--- config.mk ---
export PLATFORM = sky130hd
export DESIGN_NAME = gaussian_blur_5x5_window
export DESIGN_NICKNAME = d
export VERILOG_FILES = /design/src/design/gbw_pkg.sv /design/src/design/gbw_front.sv /design/src/design/gbw_queue.sv /design/src/design/gbw_back.sv /design/src/design/gaussian_blur_5x5_window.sv
export SDC_FILE = /design/constraint.sdc
export NUM_CORES = 2
export LEC_CHECK = 0
export BUFFER_PORTS_ARGS = -buffer_cell sky130_fd_sc_hd__buf_2
export CAP_MARGIN = 20
export CORE_MARGIN = 4
export CORE_UTILIZATION = 58
export CTS_CLUSTER_DIAMETER = 40
export DETAILED_ROUTE_END_ITERATION = 10
export PLACE_DENSITY = 0.81
export SYNTH_ARGS = -nofsm -noshare
export SYNTH_HDL_FRONTEND = slang
export SYNTH_SLANG_ARGS = --single-unit
--- constraint.sdc ---
create_clock -name clk -period 13.4 [get_ports clk]
set_input_delay 1.34 -clock clk [delete_from_list [all_inputs] [get_ports clk]]
set_output_delay 1.34 -clock clk [all_outputs]
set_load 0.02 [all_outputs]
--- src/design/gbw_pkg.sv ---
`timescale 1ns / 1ps
package gbw_pkg;

	localparam int PIX_W      = 8;
	localparam int WIN_SIDE   = 5;
	localparam int WIN_TAPS   = WIN_SIDE * WIN_SIDE;
	localparam int FILL_W     = 5;
	localparam int IW_W       = 13;
	localparam logic [IW_W-1:0] IW_RESET = 13'd256;

	// Grey value: floor(s / 3) == (s * 683) >> 11 for every s up to 765.
	localparam int SUM3_W     = 10;
	localparam int GREY_PROD_W = 20;
	localparam int GREY_RECIP = 683;
	localparam int GREY_SHIFT = 11;

	// Kernel sum division: floor(acc / 273) == (acc * 245823) >> 26 for acc up to 69615.
	localparam int ROW_W      = 15;
	localparam int ACC_W      = 17;
	localparam int DIV_RECIP_W = 18;
	localparam int DIV_PROD_W = ACC_W + DIV_RECIP_W;
	localparam logic [DIV_RECIP_W-1:0] DIV_RECIP = 18'd245823;
	localparam int DIV_SHIFT  = 26;

	localparam int WEIGHT_W   = 6;
	localparam logic [WEIGHT_W-1:0] GAUSS [WIN_TAPS] = '{
		6'd1,  6'd4,  6'd7,  6'd4,  6'd1,
		6'd4,  6'd16, 6'd26, 6'd16, 6'd4,
		6'd7,  6'd26, 6'd41, 6'd26, 6'd7,
		6'd4,  6'd16, 6'd26, 6'd16, 6'd4,
		6'd1,  6'd4,  6'd7,  6'd4,  6'd1
	};

	localparam int QUEUE_DEPTH = 2;
	localparam int QPTR_W      = $clog2(QUEUE_DEPTH);
	localparam int QCNT_W      = $clog2(QUEUE_DEPTH + 1);

	localparam int APB_DATA_W  = 32;
	localparam int APB_ADDR_W  = 3;
	localparam int REG_IDX_W   = APB_ADDR_W - 2;
	localparam logic [REG_IDX_W-1:0] REG_IMAGE_WIDTH = 1'b0;

	typedef logic [WIN_TAPS-1:0][PIX_W-1:0] win_t;

	typedef struct packed {
		logic valid;
		win_t win;
	} push_t;

	typedef struct packed {
		logic full;
		logic empty;
	} q_stat_t;

endpackage

--- src/design/gbw_front.sv ---
`timescale 1ns / 1ps
module gbw_front import gbw_pkg::*; #(
	parameter int MAX_WIDTH = 4096
) (
	input  logic             clk,
	input  logic             arst_n,
	input  logic             in_valid,
	output logic             in_stall,
	input  logic [PIX_W-1:0] red,
	input  logic [PIX_W-1:0] green,
	input  logic [PIX_W-1:0] blue,
	input  logic [IW_W-1:0]  image_width,
	input  q_stat_t          q_stat,
	output push_t            push
);

	localparam int CW = $clog2(MAX_WIDTH);
	localparam int EW = $clog2(MAX_WIDTH + 1);
	localparam int WW = (EW > IW_W) ? EW : IW_W;
	localparam logic [WW-1:0] MAX_W = WW'(MAX_WIDTH);

	win_t                   win_q;
	logic [FILL_W-1:0]      fill_q;
	logic [CW-1:0]          col_q;

	win_t                   win_n;
	logic [SUM3_W-1:0]      sum3;
	logic [GREY_PROD_W-1:0] grey_prod;
	logic [PIX_W-1:0]       grey;
	logic                   col_zero;
	logic [FILL_W-1:0]      load_idx;
	logic [FILL_W-1:0]      row_idx;
	logic [FILL_W-1:0]      fill_inc;
	logic                   done;
	logic [WW-1:0]          eff_width;
	logic [WW-1:0]          col_inc;
	logic                   wrap;
	logic                   accept;

	assign in_stall = q_stat.full;
	assign accept   = in_valid && !q_stat.full;

	always_comb begin
		sum3      = SUM3_W'(red) + SUM3_W'(green) + SUM3_W'(blue);
		grey_prod = GREY_PROD_W'(sum3) * GREY_PROD_W'(GREY_RECIP);
		grey      = grey_prod[GREY_SHIFT+PIX_W-1:GREY_SHIFT];
		col_zero  = (col_q == '0);
		load_idx  = (fill_q >= FILL_W'(WIN_TAPS)) ? '0 : fill_q;
		row_idx   = (fill_q >= FILL_W'(WIN_SIDE)) ? '0 : fill_q;

		// At column zero one tap is loaded; otherwise one row shifts left.
		win_n = win_q;
		for (int r = 0; r < WIN_SIDE; r++) begin
			if (col_zero) begin
				for (int c = 0; c < WIN_SIDE; c++) begin
					if (load_idx == FILL_W'(r * WIN_SIDE + c)) begin
						win_n[r * WIN_SIDE + c] = grey;
					end
				end
			end else if (row_idx == FILL_W'(r)) begin
				for (int c = 0; c < WIN_SIDE - 1; c++) begin
					win_n[r * WIN_SIDE + c] = win_q[r * WIN_SIDE + c + 1];
				end
				win_n[r * WIN_SIDE + WIN_SIDE - 1] = grey;
			end
		end

		fill_inc = (col_zero ? load_idx : row_idx) + FILL_W'(1);
		done     = col_zero ? (fill_inc == FILL_W'(WIN_TAPS)) : (fill_inc == FILL_W'(WIN_SIDE));

		if (image_width == '0) begin
			eff_width = WW'(1);
		end else if (WW'(image_width) > MAX_W) begin
			eff_width = MAX_W;
		end else begin
			eff_width = WW'(image_width);
		end
		col_inc = WW'(col_q) + WW'(1);
		wrap    = (col_inc >= eff_width);
	end

	assign push.valid = accept && done;
	assign push.win   = win_n;

	always_ff @(posedge clk or negedge arst_n) begin
		if (!arst_n) begin
			fill_q <= '0;
			col_q  <= '0;
		end else if (accept) begin
			if (done) begin
				fill_q <= '0;
				col_q  <= wrap ? '0 : col_inc[CW-1:0];
			end else begin
				fill_q <= fill_inc;
			end
		end
	end

	// Every tap is written before a window completes, so the window needs no reset.
	always_ff @(posedge clk) begin
		if (accept) begin
			win_q <= win_n;
		end
	end

endmodule

--- src/design/gbw_queue.sv ---
`timescale 1ns / 1ps
module gbw_queue import gbw_pkg::*; (
	input  logic    clk,
	input  logic    arst_n,
	input  push_t   push,
	input  logic    pop_ready,
	output logic    pop_valid,
	output win_t    pop_win,
	output q_stat_t q_stat
);

	win_t              mem_q [QUEUE_DEPTH];
	logic [QPTR_W-1:0] wr_ptr_q;
	logic [QPTR_W-1:0] rd_ptr_q;
	logic [QCNT_W-1:0] count_q;
	logic              do_push;
	logic              do_pop;

	assign q_stat.full  = (count_q == QCNT_W'(QUEUE_DEPTH));
	assign q_stat.empty = (count_q == '0);
	assign pop_valid    = !q_stat.empty;
	assign pop_win      = mem_q[rd_ptr_q];
	assign do_push      = push.valid && !q_stat.full;
	assign do_pop       = pop_valid && pop_ready;

	always_ff @(posedge clk or negedge arst_n) begin
		if (!arst_n) begin
			wr_ptr_q <= '0;
			rd_ptr_q <= '0;
			count_q  <= '0;
		end else begin
			if (do_push) begin
				wr_ptr_q <= wr_ptr_q + QPTR_W'(1);
			end
			if (do_pop) begin
				rd_ptr_q <= rd_ptr_q + QPTR_W'(1);
			end
			if (do_push && !do_pop) begin
				count_q <= count_q + QCNT_W'(1);
			end else if (do_pop && !do_push) begin
				count_q <= count_q - QCNT_W'(1);
			end
		end
	end

	always_ff @(posedge clk) begin
		if (do_push) begin
			mem_q[wr_ptr_q] <= push.win;
		end
	end

endmodule

--- src/design/gbw_back.sv ---
`timescale 1ns / 1ps
module gbw_back import gbw_pkg::*; (
	input  logic             clk,
	input  logic             arst_n,
	input  logic             pop_valid,
	input  win_t             pop_win,
	output logic             pop_ready,
	output logic             out_valid,
	input  logic             out_stall,
	output logic [PIX_W-1:0] blurred
);

	logic [ROW_W-1:0]      rows_s1 [WIN_SIDE];
	logic                  v_s1;
	logic [ACC_W-1:0]      acc_s2;
	logic                  v_s2;
	logic [PIX_W-1:0]      blurred_s3;
	logic                  v_s3;

	logic [ROW_W-1:0]      row_sum [WIN_SIDE];
	logic [ACC_W-1:0]      acc_sum;
	logic [DIV_PROD_W-1:0] div_prod;
	logic                  en1;
	logic                  en2;
	logic                  en3;

	assign en3       = !v_s3 || !out_stall;
	assign en2       = !v_s2 || en3;
	assign en1       = !v_s1 || en2;
	assign pop_ready = en1;
	assign out_valid = v_s3;
	assign blurred   = blurred_s3;

	always_comb begin
		for (int r = 0; r < WIN_SIDE; r++) begin
			row_sum[r] = '0;
			for (int c = 0; c < WIN_SIDE; c++) begin
				row_sum[r] = row_sum[r] + ROW_W'(pop_win[r * WIN_SIDE + c])
					* ROW_W'(GAUSS[r * WIN_SIDE + c]);
			end
		end
		acc_sum = '0;
		for (int r = 0; r < WIN_SIDE; r++) begin
			acc_sum = acc_sum + ACC_W'(rows_s1[r]);
		end
		div_prod = DIV_PROD_W'(acc_s2) * DIV_PROD_W'(DIV_RECIP);
	end

	always_ff @(posedge clk or negedge arst_n) begin
		if (!arst_n) begin
			v_s1 <= 1'b0;
			v_s2 <= 1'b0;
			v_s3 <= 1'b0;
		end else begin
			if (en1) begin
				v_s1 <= pop_valid;
			end
			if (en2) begin
				v_s2 <= v_s1;
			end
			if (en3) begin
				v_s3 <= v_s2;
			end
		end
	end

	always_ff @(posedge clk) begin
		if (en1 && pop_valid) begin
			rows_s1 <= row_sum;
		end
		if (en2 && v_s1) begin
			acc_s2 <= acc_sum;
		end
		if (en3 && v_s2) begin
			blurred_s3 <= div_prod[DIV_SHIFT+PIX_W-1:DIV_SHIFT];
		end
	end

endmodule

--- src/design/gaussian_blur_5x5_window.sv ---
// Path: a completed window waits in the window queue; its result is offered from stage s3.
// Throughput: one pixel per cycle while in_stall is low; one result per 25 pixels at the
// first column of a row and per 5 pixels at every later column. A two-entry window queue
// decouples the pixel front end from the three-stage weighted sum and divide pipeline.
// Reset: arst_n clears all control state and sets image_width to 256; window taps are
// overwritten before use and are not cleared.
`timescale 1ns / 1ps
module gaussian_blur_5x5_window import gbw_pkg::*; #(
	parameter int MAX_WIDTH = 4096
) (
	input  logic                  clk,
	input  logic                  arst_n,
	input  logic                  in_valid,
	output logic                  in_stall,
	input  logic [PIX_W-1:0]      red,
	input  logic [PIX_W-1:0]      green,
	input  logic [PIX_W-1:0]      blue,
	output logic                  out_valid,
	input  logic                  out_stall,
	output logic [PIX_W-1:0]      blurred,
	input  logic                  psel,
	input  logic                  penable,
	input  logic                  pwrite,
	input  logic [APB_ADDR_W-1:0] paddr,
	input  logic [APB_DATA_W-1:0] pwdata,
	output logic [APB_DATA_W-1:0] prdata,
	output logic                  pready
);

	logic [IW_W-1:0] image_width_q;
	push_t           push;
	q_stat_t         q_stat;
	logic            pop_valid;
	logic            pop_ready;
	win_t            pop_win;
	logic            reg_hit;

	assign pready  = 1'b1;
	assign reg_hit = (paddr[APB_ADDR_W-1:2] == REG_IMAGE_WIDTH);

	always_comb begin
		prdata = '0;
		if (reg_hit) begin
			prdata = APB_DATA_W'(image_width_q);
		end
	end

	always_ff @(posedge clk or negedge arst_n) begin
		if (!arst_n) begin
			image_width_q <= IW_RESET;
		end else if (psel && penable && pwrite && pready && reg_hit) begin
			image_width_q <= pwdata[IW_W-1:0];
		end
	end

	gbw_front #(
		.MAX_WIDTH(MAX_WIDTH)
	) u_front (
		.clk        (clk),
		.arst_n     (arst_n),
		.in_valid   (in_valid),
		.in_stall   (in_stall),
		.red        (red),
		.green      (green),
		.blue       (blue),
		.image_width(image_width_q),
		.q_stat     (q_stat),
		.push       (push)
	);

	gbw_queue u_queue (
		.clk      (clk),
		.arst_n   (arst_n),
		.push     (push),
		.pop_ready(pop_ready),
		.pop_valid(pop_valid),
		.pop_win  (pop_win),
		.q_stat   (q_stat)
	);

	gbw_back u_back (
		.clk      (clk),
		.arst_n   (arst_n),
		.pop_valid(pop_valid),
		.pop_win  (pop_win),
		.pop_ready(pop_ready),
		.out_valid(out_valid),
		.out_stall(out_stall),
		.blurred  (blurred)
	);

`ifndef SYNTH
	// A completed window must never be offered to a full queue.
	assert property (@(posedge clk) disable iff (!arst_n) push.valid |-> !q_stat.full)
		else $error("window pushed into a full queue");

	assert property (@(posedge clk) disable iff (!arst_n) !(q_stat.full && q_stat.empty))
		else $error("queue reports full and empty at once");

	// With no request leaving the queue, a full queue stays full.
	assert property (@(posedge clk) disable iff (!arst_n)
		(q_stat.full && !(pop_valid && pop_ready)) |=> q_stat.full)
		else $error("queue lost an entry without a pop");
`endif

endmodule

== After elaboration in Yosys (flattened, before gate mapping) ==
Memory sizes are Yosys's and may differ from the RTL's.
Index checks and enable logic that the tools add are counted.
W data, S select, Z words.
Word-level totals
  bits in registers: 337
  bits in writable memories: 400
  input port bits: 66
  output and inout port bits: 43
  word-level logic and storage cells: 198
  memories: 1
Operators by class
  add/sub/neg operators: 32
  multiply operators: 11
  magnitude comparators: 4
  equal/unequal tests: 31
  multiplexer cells: 48
  bitwise gates (word level): 1
  reduce and logical (&&, ||, !) cells: 29
Memories
  u_queue.mem_q: depth 2, width 200, rd ports 1, clocked after Yosys merged registers in 0, write ports 1, RTL line gbw_queue.sv:12  | win_t mem_q [QUEUE_DEPTH];
Operators by type and width (number)
  $mux W40: 10
  $mux W8: 25
  $add A15 B10 Y15: 4
  $add A17 B15 Y17: 3
  $eq A5 B5 Y1 const B: 10
  $mul A8 B4 Y12 const B: 4
  $add A15 B11 Y15: 3
  $add A15 B13 Y15: 3
  $mul A8 B3 Y11 const B: 4
  $eq A5 B4 Y1 const B: 8
  $mux W13: 3
  $mul A17 B18 Y34 const B: 1
  $add A15 B12 Y15: 2
  $add A15 B8 Y15: 2
  $eq A5 B3 Y1 const B: 6
  $add A10 B12 Y13: 2
  $add A8 B10 Y11: 2
  $eq A5 B2 Y1 const B: 4
  $mux W5: 4
  $mul A10 B10 Y19 const B: 1
  $add A15 B15 Y16: 1
  $add A15 B14 Y15: 1
  $add A11 B13 Y14: 1
  $mul A8 B6 Y14 const B: 1
  other kinds (26): 51

== Longest topological paths before layout ==
  word-level depth: 12
  mapped depth: 33
  mapped depth without buffers: 32

== Cells and area by module ==
A second synthesis with hierarchy kept.
Unflattened totals
  cell total of the unflattened synthesis: 3866
  area total of the unflattened synthesis: 47932.2 µm²
By module, submodules not included
  gbw_back: instances 1, cells an instance 1889, area an instance 19378.6 µm², seq. area each 2897.8 µm²
  gbw_queue: instances 1, cells an instance 642, area an instance 14706.6 µm², seq. area each 12111.6 µm²
  gbw_front: instances 1, cells an instance 1271, area an instance 13055.0 µm², seq. area each 6431.2 µm²
  gaussian_blur_5x5_window: instances 1, cells an instance 64, area an instance 792.0 µm², seq. area each 326.6 µm²

== Worst setup path before layout ==
No wires, ideal clock.
  kind: input-to-reg
  start point: input in_valid
  end point: memory u_queue.mem_q[0][0] (netlist name) (enable)
  setup time: 0.763 ns
  data arrival time: 14.358 ns
  data required time: 12.637 ns
  slack: -1.721 ns
  stages: 6
  path buffers: 2
  path through: nand2_1 inv_1 nand2_2 buf_6 buf_2 nor2_1
On the way
  longest elaborated chain between the ends: 5
RTL lines
  start, declared: RTL line gaussian_blur_5x5_window.sv:13  | input logic in_valid,
  $logic_and A1 B1 Y1: RTL line gbw_front.sv:41  | assign accept = in_valid && !q_stat.full;
  named net u_front.accept: RTL line gbw_front.sv:38  | logic accept;
  $logic_and A1 B1 Y1: RTL line gbw_front.sv:82  | assign push.valid = accept && done;
  $logic_and A1 B1 Y1: RTL line gbw_queue.sv:23  | assign do_push = push.valid && !q_stat.full;
  $mux W1: RTL line gbw_queue.sv:47  | if (do_push) begin
  $mux W1 (not written as such): RTL line gbw_queue.sv:48  | mem_q[wr_ptr_q] <= push.win;
  end, declared: RTL line gbw_queue.sv:12
The timed path passes the listed nets, and every way through them passes these cells.

==> out/metrics.yaml <==
status: "finished clean"
grt_use_total_pct: 25.5
synth_area_leaders: "edfxtp_1, fa_1, ha_1"
reg2reg_depth: 22
routed_wl_mm: 109
grt_overflow: 0
hold_class: "flop to flop"
max_stage_delay_ns: 0.70
cap_viol_max_count: 0
dp_hpwl_mm: 77.3
drive_gt1_share_pct: 12.1
multi_input_area_um2: 23200
drt-pass1-iter-count: 6
grt_pass1_wl_mm: 172
cts_tree: "done"
drc: 0
final_core_util_pct: 64.8
grtUsageMet1_pct: 31.9
synth-seq-area-share_pct: 45.6
die-area_um2: 87000
setup_violations: 0
place.gp.congestion: 0.891
post_cts_buffers: 0
grt.busiest_layer: "met2"
use_met2_pct: 43.3
startpoint_type: "input pin"
worst-path-max-fanout: 19
grt_start_max_net_pins: 163
dominantRegCellSynth: "edfxtp_1"
syn2layout_area_growth_pct: 10.1
period_needed_ns: 8.72
r2r-end: "u_back.rows_s1[59]$_DFFE_PP_"
whs_ns: 0.514
yosys-top-cells-count: "edfxtp_1, inv_1, ha_1"
worst_slew_pin_slew_ns: 1.12
rows: 104
synth_area_um2: 47700
cp_slowest_cell: "o21ai_0"
timing.rr.start: "u_queue.rd_ptr_q$_DFFE_PN0P_"
synth.top_cell.area_share_pct: 43.6
clock-sinks: 731
cp-endpoint: "u_queue.mem_q[0][174]$_DFFE_PP_"
cts-resized-gates: 0
yosysMostFrequentCell: "edfxtp_1"
port_buffers: 67
dieHeight_um: 295
path_clk_slew_ns: 0.05
avgViaCountPerCell: 5.95
avgSynthCellArea_um2: 12.4
core_region_area_um2: 81100
r2r_slack_ns: 5.41
htreeDepth: 3
layout.area.seq_um2: 21800
nNetsFinal: 4821
clock_skew_ns: 0.0467
use_met3_pct: 5.09
async_reset_ff_share_pct: 5.06
grt_pass1_vias: 31800
netlist_instances: 3841
cp.arrival_ns: 9.10
antenna_found_initial: 0
n_antenna_cell: 0
numCtsBuffers: 94
synth_top_area_cell: "edfxtp_1"
synthDistinctLibCells: 77
endpoint_kind: "flop"
period_share_pct: 65.1
relSlewSlack_pct: 25.4
vias: 30300
ys_warn_count: 0
fillers: 5723
rsz0062_at_grt: "false"
critPathMostFrequentCell: "inv_1"
top_level_ports: 109
finalHoldViolations: 0
hold_buffers: 0
synth-seq-cells: 731
clockBufferDepth: 3
cp.required_ns: 13.78
cts-root-buf: "clkbuf_16"
chipWidth_um: 295
antenna_left: 0
drt_iter0_markers: 2965
insertion_delay_ns: 0.68
crit_type: "input pin to flop"
avgRoutedWirePerCell_um: 21.5
synth_edf_count: 694
initial_core_util_pct: 58.9
slew_violations: 0
crit_start: "red[0]"
max_freq_mhz: 115
## logic make-up (layout without fill, tap and decap cells)
kind of cell,Yosys count,in the layout,synth area share [%]
and+or+nand+nor,460,460,4.68
other,2,20,0.0157
muxes,244,244,5.58
adders and majority gates,802,802,25.9
xor gates and xnor gates,181,181,3.32
buffers and inverters,725,898,5.99
AOI/OAI and AO/OA,696,696,8.89
DFF,731,731,45.6
## cell type report
class / count / share of cell area (%)
clock buffer: 108 / 4.61
timing repair buffer: 104 / 1.40
sequential: 731 / 41.4
inverter: 619 / 4.43
multi-input combinational: 2403 / 44.2
tap: 1060 / 2.52
clock inverter: 67 / 1.40
## through the flow
stage	cell area (µm²)	setup TNS [ns]	cells	worst slack (ns)
global route	52600	0	5092	4.14
finish	52600	0	5092	4.68
floorplan	47800	-688.21	3859	-1.72
global placement	49200	0	4906	4.23
detailed placement	49300	0	4908	4.02
CTS	52400	0	5083	4.68
## state kept, by name, summed over array words and instances, names as in the netlist, 2 cells and up
register,count
u_back.blurred,8
image_width_q,13
u_queue.mem_q,400
u_back.acc_s2,17
u_back.rows_s1,69
u_front.col_q,12
u_queue.count_q,2
u_front.win_q,200
u_front.fill_q,5
## worst min path at each step
stage                              startpoint                        endpoint  slack (ns)  cells after the start
2_1_floorplan         u_back.v_s1$_DFFE_PN0N_         u_back.v_s2$_DFFE_PN0P_        0.45                      1
3_3_place_gp          u_back.v_s1$_DFFE_PN0N_         u_back.v_s2$_DFFE_PN0P_        0.46                      1
3_5_place_dp          u_back.v_s1$_DFFE_PN0N_         u_back.v_s2$_DFFE_PN0P_        0.50                      1
4_1_cts        u_queue.count_q[1]$_DFFE_PN0P_  u_queue.count_q[1]$_DFFE_PN0P_        0.52                      1
5_1_grt        u_queue.count_q[1]$_DFFE_PN0P_  u_queue.count_q[1]$_DFFE_PN0P_        0.54                      1
6_report       u_queue.count_q[1]$_DFFE_PN0P_  u_queue.count_q[1]$_DFFE_PN0P_        0.51                      1
## layout by cell type (no fill, tap or decap), types with 116 or more instances in the layout
cell / count
inv_1: 617
ha_1: 489
nand2_1: 130
mux2_2: 178
nor2_1: 116
edfxtp_1: 694
a21oi_1: 246
xnor2_1: 130
o22ai_1: 143
fa_1: 313
## per-layer routing
| layer | up-vias | part of all wire (%) |
|---|---|---|
| met5 | - | 0 |
| met4 | 0 | 4.3 |
| met3 | 284 | 8.1 |
| met2 | 1343 | 49 |
| met1 | 15000 | 38 |
| li1 | 13700 | - |
## critical path, delay by kind of cell
kind                       cells  cell delay [ns]
AOI/OAI and AO/OA              7             1.99
xor gates and xnor gates       2             0.53
adders and majority gates      9             3.37
buffers and inverters          7             0.45
muxes                          1             0.30
and+or+nand+nor                6             1.10
Power is not shown: default switching activity piles up to over one toggle a cycle in this logic, so the estimate is an artifact.
